==> src/rtl/dfr_front.sv <==
`default_nettype none
module dfr_front #(
  parameter int F = 15,
  localparam int EW = 2 * F + 35
) (
  input  wire logic              clk,
  input  wire logic              rst,
  input  wire logic              in_valid,
  output logic                   in_ready,
  input  wire logic signed [15:0] cos_incident,
  input  wire logic [15:0]       outside_index,
  input  wire logic [15:0]       inside_index,
  input  wire logic              full,
  output logic                   push,
  output logic [EW-1:0]          push_data
);

  localparam int CMW = (F + 1 > 17) ? F + 1 : 17;
  localparam int SQW = 2 * F + 2;
  localparam logic [CMW-1:0] ONE_C  = CMW'(1) << F;
  localparam logic [SQW-1:0] ONE_SQ = SQW'(1) << (2 * F);

  logic        valid;
  logic        eq;
  logic [15:0] raw;
  logic [15:0] eta_i;
  logic [15:0] eta_t;

  logic [16:0]    mag;
  logic [CMW-1:0] mag_w;
  logic [F:0]     c;
  logic [SQW-1:0] sq;
  logic [SQW-1:0] diff;
  logic [F:0]     s;

  assign in_ready = !valid || !full;
  assign push     = valid && !full;

  always_ff @(posedge clk) begin
    if (rst) begin
      valid <= 1'b0;
    end else if (in_ready) begin
      valid <= in_valid;
    end
  end

  // swap the indices when the ray starts inside
  always_ff @(posedge clk) begin
    if (in_ready && in_valid) begin
      raw   <= cos_incident;
      eq    <= (outside_index == inside_index);
      eta_i <= cos_incident[15] ? inside_index : outside_index;
      eta_t <= cos_incident[15] ? outside_index : inside_index;
    end
  end

  always_comb begin
    mag   = raw[15] ? (17'h10000 - {1'b0, raw}) : {1'b0, raw};
    mag_w = CMW'(mag);
    c     = (mag_w > ONE_C) ? ONE_C[F:0] : mag_w[F:0];
    sq    = SQW'(c) * SQW'(c);
    diff  = ONE_SQ - sq;
    s     = diff[2*F:F];
  end

  assign push_data = {eq, eta_i, eta_t, c, s};

endmodule
`default_nettype wire

==> config.mk <==
export PLATFORM = sky130hd
export DESIGN_NAME = dfr_front
export DESIGN_NICKNAME = d
export VERILOG_FILES = /design/src/rtl/dfr_front.sv
export SDC_FILE = /design/constraint.sdc
export NUM_CORES = 1
export LEC_CHECK = 0
export BUFFER_PORTS_ARGS = -buffer_cell sky130_fd_sc_hd__buf_2
export CAP_MARGIN = 20
export CELL_PAD_IN_SITES_DETAIL_PLACEMENT = 1
export CELL_PAD_IN_SITES_GLOBAL_PLACEMENT = 2
export CORE_ASPECT_RATIO = 1.75
export CORE_UTILIZATION = 42
export DETAILED_ROUTE_END_ITERATION = 12
export GPL_TIMING_DRIVEN = 0
export PLACE_DENSITY = 0.89
export SYNTH_ARGS = -nofsm -noshare
export SYNTH_HDL_FRONTEND = slang
export SYNTH_SLANG_ARGS = --single-unit
==> constraint.sdc <==
create_clock -name clk -period 20.6 [get_ports clk]
set_clock_uncertainty 0.2 [all_clocks]
set_input_delay 1.03 -clock clk [delete_from_list [all_inputs] [get_ports clk]]
set_output_delay 1.03 -clock clk [all_outputs]
set_load 0.01 [all_outputs]
==> impl_metrics.py, run 1 <==
metrics = {
    "outcome": {
        "status": "completed",
    },
    "sta": {
        "setup_viol": 0,
        "hold_ws_ps": 320,
        "drv_slew": 0,
        "period_minus_slack_ps": 10650,
        "rsz0062_at_grt": "no",
        "post-route-period-util": 0.517,
        "tns_ps": 0,
        "hold_viol_final": 0,
        "max_freq_mhz": 93.9,
        "timing.slew.headroom": 0.197,
        "worst_slew_pin_slew_ps": 1200,
    },
    "routing": {
        "dr_total_vias": 7108,
        "routedWlPerCell_microns": 16.7,
        "drtPass1Iterations": 4,
        "drc": 0,
        "via_per_inst": 4.87,
        "ant_nets": 0,
        "wirelength_mm": 24.4,
        "first_iter_violations": 155,
    },
    "synth": {
        "ys_ff_latch": 50,
        "synth_common_cells": "inv_1, fa_1, ha_1",
        "ys.flop_type": "edfxtp_1",
        "synth_top_area_cell": "fa_1",
        "syn_inst": 1008,
        "synth_edf_count": 49,
        "syn-cell-area_sq_mm": 0.00971,
        "synth_top_area_frac": 0.359,
        "syn_avg_cell_area_sq_um": 9.63,
        "yosysWarnings": 0,
        "ys_seq_area_frac": 0.154,
        "synth_most_common_cell": "inv_1",
        "async_reset_ff_frac": 0,
        "synth.distinct_cells": 55,
        "synth_area_leaders": "fa_1, edfxtp_1, ha_1",
    },
    "clocking": {
        "cts_buffer_depth": 2,
        "htree_num_levels": 2,
        "cts_hold_buf": 0,
        "cts_tree": "built",
        "clk_latency_ps": 290,
        "post_cts_resize_count": 0,
        "clk_pin_slew_ps": 70,
        "postCtsSetupBuffers": 0,
        "numClockSinks": 50,
        "root_buffer": "clkbuf_16",
        "cts_buffers": 5,
    },
    "global_routing": {
        "grt_pass1_vias": 8432,
        "overflow": 0,
        "antenna_found_initial": 2,
        "grt_pass1_wl_mm": 40.4,
        "grt_usage": 0.226,
        "grt_max_degree": 34,
    },
    "setup_path": {
        "r2r_start": "valid",
        "crit_start": "raw[0]",
        "crit_type": "register to output port",
        "cp_max_fo": 8,
        "worstPathArrival_ps": 9420,
        "critPathCaptureType": "output port",
        "critPathSlowestCell": "a211oi_2",
        "worstSetupStartpointType": "register",
        "critPathRequiredTime_ps": 19370,
        "cpPeakStageDelay_ps": 690,
        "crit_path_frequent_cell": "fa_1",
    },
    "cells_and_area": {
        "drive_above_1_share": 0.152,
        "fin_nets": 1486,
        "final_cell_area_sq_mm": 0.0109,
        "syn2layout_area_growth_pct": 12.7,
    },
    "min_path": {
        "worstHoldStart": "valid",
        "hold_class": "register to register",
    },
    "placed_design": {
        "port_buffers": 118,
        "gp_congestion": 0.801,
        "dpl_cell_area_sq_mm": 0.0108,
        "dp.final_hpwl_mm": 21.9,
    },
    "die": {
        "chipWidth_microns": 117,
        "die_area_sq_mm": 0.0237,
        "pin_count": 119,
        "rows": 73,
        "start_util": 0.427,
        "die_h_microns": 203,
        "core_sq_mm": 0.0227,
    },
    "flow_run": {
        "maxCapViolCount": 0,
    },
}
[cell type report]
type | count | area (sq um)
Fill cell | 2683 | 11800
Antenna cell | 2 | 5.00
Buffer | 15 | 60.1
Sequential cell | 50 | 1490
Inverter | 309 | 1160
Timing Repair Buffer | 119 | 611
Tap cell | 300 | 375
Clock buffer | 5 | 125
Clock inverter | 3 | 28.8
Multi-Input combinational cell | 658 | 7090
[critical path, delay by kind of cell, from the launching register on]
| kind | cells | cell delay [ps] |
|---|---|---|
| buffers and inverters | 7 | 890 |
| adder cells (fa/ha/maj) | 8 | 3620 |
| AO/OA/AOI/OAI | 7 | 2210 |
| XOR/XNOR | 2 | 480 |
| AND/OR/NAND/NOR | 6 | 1460 |
| flip-flops | 1 | 430 |
[flip-flops by register name, indices dropped and copies added, names as in the netlist]
name and count:
raw 16, valid 1, eta_t 16, eta_i 16, eq 1
[kinds of logic (layout without fill, tap and decap cells)]
family / Yosys count / after routing / synth area share
AOI/OAI and AO/OA: 68 / 68 / 0.0513
and+or+nand+nor: 199 / 199 / 0.0897
other: 2 / 28 / 0.000774
DFF: 50 / 50 / 0.154
muxes: 33 / 33 / 0.0381
buffers and inverters: 324 / 451 / 0.126
xor gates and xnor gates: 56 / 56 / 0.0505
adders and majority gates: 276 / 276 / 0.490
[routing by layer]
| layer | GRT usage | vias up | routed length, microns |
|---|---|---|---|
| met5 | 0 | - | 0 |
| met4 | 0.0963 | 0 | 1170 |
| met3 | 0.0242 | 59 | 698 |
| met2 | 0.470 | 147 | 14800 |
| met1 | 0.210 | 3594 | 7770 |
| li1 | - | 3308 | - |
[per-stage QoR]
| step | setup WS (ps) | cells | util |
|---|---|---|---|
| floorplan | 11900 | 1032 | - |
| global placement | 10270 | 1450 | 0.473 |
| detailed placement | 10220 | 1451 | 0.474 |
| CTS | 9840 | 1459 | 0.481 |
| global route | 9510 | 1461 | 0.481 |
| finish | 9950 | 1461 | 0.481 |
[final timing paths]
path / end / depth (start not counted) / slack, ps
worst max-delay path: push_data[15] / 30 / 9950
worst min-delay path: valid / 2 / 320
worst max register to register: eta_i[12] / 3 / 18990
worst min register to register: valid / 2 / 320
[layout by cell type (no fill, tap or decap), types with 26 or more instances in the layout]
cell      netlist  routed
fa_1          174     174
edfxtp_1       49      49
xnor2_1        44      44
ha_1          102     102
nor2_1         81      81
mux2_2         32      32
nand2_1        69      69
inv_1         305     305
conb_1          2      26
buf_2           0     118
Power of run 1 is not shown: default switching activity piles up to over one toggle a cycle in this logic, so the estimate is an artifact.
==> run 2: changes to the inputs <==
Settings changed: CORE_UTILIZATION 42 to 35, PLACE_DENSITY 0.89 to 0.8.
Clock period 20.6 ns to 9 ns, I/O delays scaled along.
==> impl_metrics.py, run 2 (synthesis results as in run 1) <==
metrics = {
    "outcome": {
        "status": "completed",
    },
    "min_path": {
        "hold_depth": 2,
        "hold_class": "primary input to register",
    },
    "cells_and_area": {
        "final_cell_mix": "inv_1, fa_1, buf_2",
        "top_regs": "eta_i: 16 flops, eta_t: 16 flops, raw: 16 flops",
        "fillCellCount": 3243,
        "drive_above_1_share": 0.224,
        "layout_commonest_cell": "inv_1",
        "final_util": 0.429,
        "syn2layout_area_growth_pct": 20.2,
        "final_cell_area_sq_mm": 0.0117,
        "fin_nets": 1521,
    },
    "routing": {
        "drc": 0,
        "ant_nets": 0,
        "wirelength_mm": 26.3,
        "via_per_inst": 4.64,
        "first_iter_violations": 158,
        "drtPass1Iterations": 4,
        "routedWlPerCell_microns": 16.8,
        "dr_total_vias": 7252,
    },
    "sta": {
        "hold_ws_ps": 108,
        "worst_slew_pin_slew_ps": 900,
        "setup_viol": 0,
        "post-route-period-util": 0.967,
        "timing.slew.headroom": 0.396,
        "period_minus_slack_ps": 8710,
        "max_freq_mhz": 115,
        "hold_viol_final": 0,
        "drv_slew": 0,
    },
    "clocking": {
        "clk_latency_ps": 290,
        "cts_tree": "built",
        "clk_pin_slew_ps": 60,
        "numClockSinks": 50,
        "root_buffer": "clkbuf_16",
        "cts_buffer_depth": 2,
        "cts_buffers": 5,
        "htree_num_levels": 2,
    },
    "placed_design": {
        "port_buffers": 118,
        "gp_congestion": 0.826,
        "dp.final_hpwl_mm": 22.7,
        "dpl_cell_area_sq_mm": 0.0109,
    },
    "setup_path": {
        "critPathSlowestCell": "fa_1",
        "critPathCaptureType": "output port",
        "crit_path_frequent_cell": "fa_1",
        "r2r_cells": 3,
        "critPathRequiredTime_ps": 8350,
        "cp_max_fo": 5,
        "worstSetupStartpointType": "register",
        "crit_type": "register to output port",
        "cpPeakStageDelay_ps": 530,
        "worstPathArrival_ps": 8060,
    },
    "die": {
        "die_h_microns": 222,
        "chipWidth_microns": 128,
        "rows": 80,
        "start_util": 0.357,
        "core_sq_mm": 0.0272,
        "die_area_sq_mm": 0.0284,
        "pin_count": 119,
    },
    "global_routing": {
        "grt_max_degree": 42,
        "grt_pass1_vias": 8555,
        "grt_pass1_wl_mm": 42.5,
        "antenna_found_initial": 2,
        "grt_usage": 0.197,
        "overflow": 0,
    },
    "flow_run": {
        "maxCapViolCount": 0,
    },
}
## run 2: layout make-up
class	count	area [sq um]	share of cell area
well taps	369	462	0.0396
repair buffers	154	897	0.0769
inverters	309	1170	0.100
diodes	2	5.00	0.000429
clock inverters	2	15.0	0.00129
plain buffers	15	63.8	0.00547
flip-flops and latches	50	1490	0.128
multi-input cells	658	7440	0.637
clock buffers	5	125	0.0107
## run 2: worst max-delay path: cells and delay by family, from the launching register on
family | cells | cell delay, ps
fa+ha+maj | 8 | 3460
compound gates | 7 | 1470
simple gates | 6 | 1180
buf+inv | 10 | 1070
flops | 1 | 450
xor+xnor | 1 | 130
## run 2: timing repair
item / CTS / global route
endpoints found under the setup margin: 15 / 11
pin swaps: 22 / 29
buffers inserted: 19 / 15
hold buffers: 0 / 0
gates resized for setup: 42 / 44
## run 2: through the flow
stage	std cells	worst slack (ps)	TNS (ps)
2_1_floorplan	1032	880	0
3_3_place_gp	1519	-845	-7310
3_5_place_dp	1521	-822	-7070
4_1_cts	1547	0.235	0
5_1_grt	1564	-52.5	-217
6_report	1564	294	0
## run 2: worst paths after layout
| kind | endpoint | startpoint | slack [ps] |
|---|---|---|---|
| hold / removal | valid | rst | 110 |
| setup reg to reg | eta_t[15] | valid | 7500 |
| hold reg to reg | valid | valid | 320 |
| setup / recovery | push_data[14] | raw[0] | 290 |
## run 2: metal layers
layer | vias to the layer above | GRT usage | routed length (microns)
li1 | 3370 | - | -
met1 | 3703 | 0.183 | 8420
met2 | 126 | 0.422 | 16200
met4 | 0 | 0.0717 | 1090
met3 | 53 | 0.0142 | 587
met5 | - | 0 | 0
Power of run 2 is left out for the same reason.
