**src/rtl/dfr_fifo.sv**
```systemverilog
`default_nettype none
module dfr_fifo #(
  parameter int W = 8,
  parameter int DEPTH = 4
) (
  input  wire logic         clk,
  input  wire logic         rst,
  input  wire logic         push,
  input  wire logic [W-1:0] push_data,
  output logic              full,
  input  wire logic         pop,
  output logic [W-1:0]      pop_data,
  output logic              empty
);

  localparam int AW = (DEPTH > 1) ? $clog2(DEPTH) : 1;
  localparam int CW = $clog2(DEPTH + 1);

  logic [W-1:0]  mem [DEPTH];
  logic [AW-1:0] wr_ptr;
  logic [AW-1:0] rd_ptr;
  logic [CW-1:0] cnt;
  logic          do_push;
  logic          do_pop;

  assign full     = (cnt == CW'(DEPTH));
  assign empty    = (cnt == '0);
  assign do_push  = push && !full;
  assign do_pop   = pop && !empty;
  assign pop_data = mem[rd_ptr];

  always_ff @(posedge clk) begin
    if (do_push) begin
      mem[wr_ptr] <= push_data;
    end
  end

  always_ff @(posedge clk) begin
    if (rst) begin
      wr_ptr <= '0;
      rd_ptr <= '0;
      cnt    <= '0;
    end else begin
      if (do_push) begin
        wr_ptr <= (wr_ptr == AW'(DEPTH - 1)) ? '0 : wr_ptr + 1'b1;
      end
      if (do_pop) begin
        rd_ptr <= (rd_ptr == AW'(DEPTH - 1)) ? '0 : rd_ptr + 1'b1;
      end
      if (do_push && !do_pop) begin
        cnt <= cnt + 1'b1;
      end else if (do_pop && !do_push) begin
        cnt <= cnt - 1'b1;
      end
    end
  end

  a_cnt_bound: assert property (@(posedge clk) disable iff (rst) cnt <= CW'(DEPTH))
    else $error("queue count above depth");
  a_no_overflow: assert property (@(posedge clk) disable iff (rst) push |-> !full)
    else $error("push into full queue");
  a_drain: assert property (@(posedge clk) disable iff (rst)
      do_pop && !do_push && cnt == CW'(1) |=> empty)
    else $error("queue not empty after last pop");

endmodule
`default_nettype wire

```
**config.mk**
```make
export PLATFORM = sky130hd
export DESIGN_NAME = dfr_fifo
export DESIGN_NICKNAME = d
export VERILOG_FILES = /design/src/rtl/dfr_fifo.sv
export SDC_FILE = /design/constraint.sdc
export NUM_CORES = 1
export LEC_CHECK = 0
export BUFFER_PORTS_ARGS = -buffer_cell sky130_fd_sc_hd__buf_2
export CAP_MARGIN = 30
export CORE_MARGIN = 1.5
export CORE_UTILIZATION = 30
export CTS_CLUSTER_SIZE = 25
export DETAILED_ROUTE_END_ITERATION = 7
export PLACE_DENSITY_LB_ADDON = 0.1
export SETUP_SLACK_MARGIN = 0.1
export SYNTH_ARGS = -nofsm -noshare
export SYNTH_HDL_FRONTEND = slang
export SYNTH_SLANG_ARGS = --single-unit
```
**constraint.sdc**
```tcl
create_clock -name clk -period 3.2 [get_ports clk]
set_input_delay 0.16 -clock clk [delete_from_list [all_inputs] [get_ports clk]]
set_output_delay 0.16 -clock clk [all_outputs]
set_load 0.1 [all_outputs]
```
==> results of run 1 <==
area by class of cell:
cell class,instances,share of cell area
sequential,41,0.595
multi-input combinational,42,0.238
timing repair buffer,21,0.0548
clock buffer,7,0.0509
tap,70,0.0457
inverter,5,0.0124
clock inverter,1,0.00261
logic make-up (layout without fill, tap and decap cells):
group	after synthesis	count (layout)
flops	41	41
simple gates	16	16
mux	10	10
buf+inv	9	34
fa+ha+maj	7	7
compound gates	7	7
xor+xnor	2	2
metrics by stage:
stage / power [mW] / area (um^2) / hold WS [ps]
after floorplan: 1.33 / 1650 / 259
after global placement: 1.42 / 1810 / 372
after detailed placement: 1.44 / 1810 / 382
after CTS: 1.81 / 1920 / 75.5
after global routing: 1.87 / 1920 / 73.9
final: 1.78 / 1920 / 83.3
state kept, by name (all words and copies together), names as in the netlist, named ones only:
name / flops
mem: 32
cnt: 3
rd_ptr: 2
wr_ptr: 2
final timing paths:
kind                                    from  slack [ps]   endpoint  depth (start not counted)
worst min register to register     rd_ptr[0]         510  rd_ptr[0]                          2
worst max-delay path                  cnt[0]         800     cnt[2]                          9
worst max register to register        cnt[0]         800     cnt[2]                          9
worst min-delay path            push_data[5]          80  mem[2][5]                          1
per-layer routing:
metal / part of all wire / GRT usage / wire (um)
met4: 0.020 / 0.0491 / 53
met5: 0 / 0 / 0
met3: 0.060 / 0.0369 / 158
met2: 0.48 / 0.151 / 1260
met1: 0.44 / 0.123 / 1170
power groups by stage:
stage / registers [mW] / clock network (mW) / logic [mW]
after detailed placement: 0.729 / 0 / 0.708
after floorplan: 0.690 / 0 / 0.641
after CTS: 0.718 / 0.378 / 0.709
after global routing: 0.727 / 0.402 / 0.740
final: 0.714 / 0.366 / 0.703
after global placement: 0.726 / 0 / 0.697
worst max-delay path: cells and delay by family (launching register included):
| family | cells | cell delay [ps] |
|---|---|---|
| simple gates | 3 | 850 |
| fa+ha+maj | 2 | 590 |
| flops | 1 | 440 |
| xor+xnor | 1 | 160 |
| buf+inv | 2 | 150 |
| compound gates | 1 | 140 |
cell usage in the layout, fill, tap and decap left out:
cell / count
clkbuf_16: 1
fa_1: 1
clkinv_2: 1
o31ai_2: 2
inv_1: 4
a21oi_1: 3
or3_2: 1
mux4_2: 8
edfxtp_1: 32
nor3_1: 2
o21ai_0: 1
clkinv_4: 1
nand2_1: 1
buf_2: 21
nand3_1: 2
dfxtp_1: 9
ha_1: 6
clkbuf_1: 1
mux2i_1: 2
clkbuf_8: 5
xor2_1: 2
nor2_1: 3
or3b_1: 1
or3_1: 1
o21ai_1: 1
nor2_2: 1
and3_2: 4
==> key figures, run 1 <==
Placement
  – Place WS: 819 ps
  – Port Buffer Count: 21
  – Post-placement cell count: 179
  – DPL Wire Length: 1810 um
  – RD Place Congestion: 0.764

Logic synthesis
  – Post-synthesis mux area share: 0.122
  – Avg Inst Size Synth: 17.9 um^2
  – Mapped Area: 1650 um^2
  – Synth area leader: edfxtp_1
  – Net Count, Synth: 111
  – Synth cell types: 26
  – Synth Area in XOR/XNOR: 0.0106
  – Count leader, synth: edfxtp_1
  – Post-synth EDFFs: 32
  – Simple-gate area share of the yosys netlist: 0.0570
  – Area fraction of the dominant cell type after synthesis: 0.584
  – Synth Register Bits: 41
  – Warnings from Yosys: 0
  – Compound-Gate Fraction of Synth Area: 0.0304
  – Cells after Synth: 92
  – Post-synthesis adder-cell area fraction: 0.0578
  – Asr flop ratio synth: 0
  – Most used flip-flop cell after synthesis: edfxtp_1
  – Largest family of logic cells by synthesized area: multiplexers
  – Synth cell count leaders: edfxtp_1 (32), dfxtp_1 (9), mux4_2 (8)
  – Synth top area cells: edfxtp_1 (58%), dfxtp_1 (11%), mux4_2 (11%)
  – Sequential fraction of the synthesis area: 0.694

Layout
  – FF/Latch Area: 1140 um^2
  – Final Util: 0.368
  – Final Non-Filler Cells: 187
  – Area grow syn2layout: 16.5%
  – Multi-input logic area: 457 um^2
  – Ratio of cells with drive above 1 in the final layout: 0.385
  – # diodes: 0
  – Fill count: 510
  – # nets final: 135

GRT
  – Total grt overflow: 0
  – Largest net degree at the start of global routing: 14
  – First-pass GRT wire length: 4310 um
  – GR Util All Layers: 0.0991
  – Vias in the first global route: 851
  – Initial antenna violation count: 0

Critical path
  – CP Cell Sequence: or3b_1, clkinv_4, nor2_2, ha_1, inv_1, fa_1, xor2_1, or3_2, a21oi_1
  – Crit path arrival time: 2620 ps
  – Worst endpoint required time: 3420 ps
  – Critical path type: reg -> reg
  – CP Launch Type: register
  – Slowest-stage cell, CP: dfxtp_1
  – Worst Setup End Kind: register
  – Slowest stage delay, CP: 440 ps
  – Crit-path max FO: 7

Clock tree
  – Num CTS Buffers: 5
  – Worst-skew pair later-pin latency: 290 ps
  – # clock sinks: 41
  – CTS Buffer Depth: 2
  – Resized cells post-CTS: 0
  – Number of H-tree levels: 2
  – Clk slew on worst S/H paths: 80 ps
  – Post-CTS setup buffer count: 0
  – CTS tree: done
  – Hold_buf cts: 0
  – CTS root buf: clkbuf_8

Routing
  – Vias per Instance: 4.50
  – Routed WL per cell: 14.1 um
  – First-pass DRT Iterations: 4
  – Initial DRC Count: 78
  – DR vias: 842
  – DRC Markers: 0
  – Antenna viol nets, final: 0
  – Total Routed Length: 2650 um

Die
  – Core area: 5200 um^2
  – Die Wd: 77.1 um
  – Die Span Y: 77.1 um
  – Starting density of the core: 0.316
  – Ports: 22
  – Die Area: 5940 um^2
  – Row count: 26

STA
  – Setup ws final: 804 ps
  – Slew Viols, Final: 0
  – Fin crit period: 2400 ps
  – TNS Setup: 0 ps
  – RSZ-0062 raised after global routing: false
  – Finish-stage setup viols: 0
  – Ratio of final minimum period to clock period: 0.749
  – Tightest Pin Transition: 587 ps
  – Post-route clock skew: 7.17 ps
  – Final hold vios: 0
  – Fmax: 0.417 GHz
  – Slew margin rel.: 0.608

Flow run
  – MaxCap Viol Count: 0

Power
  – Clock power frac: 0.205
  – Power density over cell area: 931 nW/um^2
  – Logic pwr share: 0.394
  – Switching portion of total power: 0.427
  – Leak pwr: 0.699 nW
  – Pint: 1.02 mW
  – Sequential group share of total power: 0.400
  – NetSw: 0.761 mW
  – Peak supply drop: 0.506 mV

Hold path
  – Worst hold path type: in -> reg

Outcome
  – Status: completed
No activity file was read; power rests on OpenSTA's default activity.
==> inputs of run 2 (changes only) <==
==> constraint.sdc (replaced) <==
create_clock -name clk -period 2 [get_ports clk]
set_input_delay 0.1 -clock clk [delete_from_list [all_inputs] [get_ports clk]]
set_output_delay 0.1 -clock clk [all_outputs]
set_load 0.1 [all_outputs]
==> run 2 against run 1 <==
  * First-iteration DRC count fell by 26%
  * Worst hold slack got worse by 58 ps
  * Routed wire length rose by 7.5%
  * Combinational power rose by 93%
  * Utilization rose by 2.6 points
  * Critical endpoint unchanged
  * Final cell count rose by 5.9%
  * Sequential share of layout area fell by 3.5 points
  * Register-to-register slack got worse by 790 ps
  * Clock-buffer cell count fell by 1
  * Flip-flop and latch count did not move
  * Critical path type unchanged
  * Global-route usage rose by 0.79 points
  * Cell area rose by 7.0%
==> key figures, run 2 (synthesis results as in run 1) <==
Outcome
  – Status: completed (unchanged)

Die
  – Die Area: 5940 um^2 (unchanged)
  – Row count: 26 (unchanged)
  – Die Span Y: 77.1 um (unchanged)
  – Starting density of the core: 0.316 (unchanged)
  – Core area: 5200 um^2 (unchanged)
  – Die Wd: 77.1 um (unchanged)
  – Ports: 22 (unchanged)

Critical path
  – Critical path type: reg -> reg (unchanged)
  – RR Endpoint: cnt[2] (unchanged)
  – Most frequent CP cell: buf_4
  – Buf/Inv on CP: 3 (was 2)
  – Slowest stage delay, CP: 440 ps (about the same)
  – Worst endpoint required time: 2220 ps (was 3420 ps)
  – Flop2flop setup slack: 10 ps (was 800 ps)
  – Crit path arrival time: 2210 ps (was 2620 ps)
  – Slowest-stage cell, CP: or3b_4 (was dfxtp_1)
  – CP Launch Type: register (unchanged)
  – CP Cell Sequence: or3b_4, clkinv_8, nor2_4, ha_4, buf_4, buf_4, xor2_2, or3_4, a21oi_2 (was or3b_1, clkinv_4, nor2_2, ha_1, inv_1, fa_1, xor2_1, or3_2, a21oi_1)
  – Crit-path max FO: 4 (was 7)
  – Critical R2R Launch: cnt[0] (unchanged)
  – R2R depth: 9 (unchanged)
  – Worst Setup End Kind: register (unchanged)
  – Crit path max-delay family: simple AND/OR/NAND/NOR gates (unchanged)

Routing
  – DR vias: 894 (was 842)
  – Vias per Instance: 4.52 (was 4.50)
  – Routed WL per cell: 14.4 um (was 14.1 um)
  – First-pass DRT Iterations: 4 (unchanged)
  – DRC Markers: 0 (unchanged)
  – Total Routed Length: 2840 um (was 2650 um)
  – Antenna viol nets, final: 0 (unchanged)
  – Initial DRC Count: 58 (was 78)

GRT
  – Largest net degree at the start of global routing: 13 (was 14)
  – Vias in the first global route: 953 (was 851)
  – GR Util All Layers: 0.107 (was 0.0991)
  – First-pass GRT wire length: 4630 um (was 4310 um)
  – Initial antenna violation count: 0 (unchanged)
  – Total grt overflow: 0 (unchanged)

STA
  – TNS Setup: 0 ps (unchanged)
  – Fin crit period: 1990 ps (was 2400 ps)
  – Setup ws final: 14.7 ps (was 804 ps)
  – Post-route clock skew: 4.46 ps (was 7.17 ps)
  – Slew Viols, Final: 0 (unchanged)
  – Final hold vios: 0 (unchanged)
  – Ratio of final minimum period to clock period: 0.993 (was 0.749)
  – Finish-stage setup viols: 0 (unchanged)
  – RSZ-0062 raised after global routing: true (was false)
  – Tightest Pin Transition: 486 ps (was 587 ps)
  – Fmax: 0.504 GHz (was 0.417 GHz)
  – Slew margin rel.: 0.678 (was 0.608)

Layout
  – # diodes: 0 (unchanged)
  – Max reg flops: 32 (unchanged)
  – Ratio of cells with drive above 1 in the final layout: 0.516 (was 0.385)
  – Top reg by flops: mem (unchanged)
  – Area grow syn2layout: 24.6% (was 16.5%)
  – Most common cell after layout, fill and taps aside: edfxtp_1 (unchanged)
  – Most frequent cells in the layout: edfxtp_1 (32), buf_2 (21), buf_4 (10) (was edfxtp_1 (32), buf_2 (21), dfxtp_1 (9))
  – # nets final: 146 (was 135)
  – Cell area after layout: 2050 um^2 (was 1920 um^2)
  – Top flop regs: mem x32, cnt x3 (unchanged)

Hold path
  – Hold path cells: 1 (unchanged)
  – Hold Path Origin: push_data[0] (was push_data[5])
  – Worst hold path type: in -> reg (unchanged)
  – Hold Path End: mem[0][0] (was mem[2][5])

Clock tree
  – CTS root buf: clkbuf_8 (unchanged)
  – Num CTS Buffers: 5 (unchanged)
  – Worst-skew pair later-pin latency: 280 ps (was 290 ps)
  – Number of H-tree levels: 2 (unchanged)
  – Clk slew on worst S/H paths: 70 ps (was 80 ps)
  – CTS Buffer Depth: 2 (unchanged)
  – CTS tree: done (unchanged)
  – # clock sinks: 41 (unchanged)

Placement
  – Place WS: -58.6 ps (was 819 ps)
  – Placed cell areas: 1910 um^2 (was 1810 um^2)
  – DPL Wire Length: 1900 um (was 1810 um)
  – Port Buffer Count: 21 (unchanged)
  – RD Place Congestion: 0.706 (was 0.764)

Power
  – Design Power: 2.98 mW (was 1.78 mW)
  – Power density over cell area: 1450 nW/um^2 (was 931 nW/um^2)
  – Peak supply drop: 0.759 mV (was 0.506 mV)
  – Leak pwr: 0.758 nW (was 0.699 nW)

Flow run
  – MaxCap Viol Count: 0 (unchanged)
run 2: cell types whose count changed in the layout (fill, tap and decap cells not counted), sizes merged:
cell    before  now
buf         21   32
clkbuf       7    6
clkinv       2    3
run 2: per-layer routing:
layer  up-vias  wire length (um)  GRT usage
li1        422                 -          -
met1       443              1190      0.120
met2        22              1450      0.185
met3         7               143     0.0393
met4         0                58     0.0418
met5         -                 0          0
run 2: area by class of cell:
type | instances | area, um^2
Tap cell | 70 | 87.6
Fill cell | 512 | 3150
Clock inverter | 2 | 10.0
Timing Repair Buffer | 32 | 191
Inverter | 5 | 31.3
Clock buffer | 6 | 72.6
Sequential cell | 41 | 1150
Multi-Input combinational cell | 42 | 508
run 2: how the worst max path moves through the flow:
stage,from,to,cells past startpoint
3_3_place_gp,cnt[1],cnt[2],9
4_1_cts,cnt[2],cnt[2],8
6_report,cnt[0],cnt[2],9
5_1_grt,cnt[2],cnt[2],9
3_5_place_dp,cnt[1],cnt[2],9
2_1_floorplan,cnt[2],cnt[2],10
run 2: what timing repair did:
item,4_1_cts,5_1_grt
setup buffers,2,1
gates resized for setup,5,1
pin swaps,6,6
setup endpoints to repair,2,2
hold buffers,0,0
run 2: per-stage QoR:
stage	std cells	hold WS, ps	utilization
CTS	197	11.9	0.391
global placement	187	312	0.367
detailed placement	187	317	0.367
global route	198	12.0	0.394
floorplan	92	199	-
finish	198	24.9	0.394
run 2: report_power, final:
part	switching (mW)	internal [mW]
Sequential	0.0697	1.05
Clock	0.262	0.242
Combinational	0.946	0.412
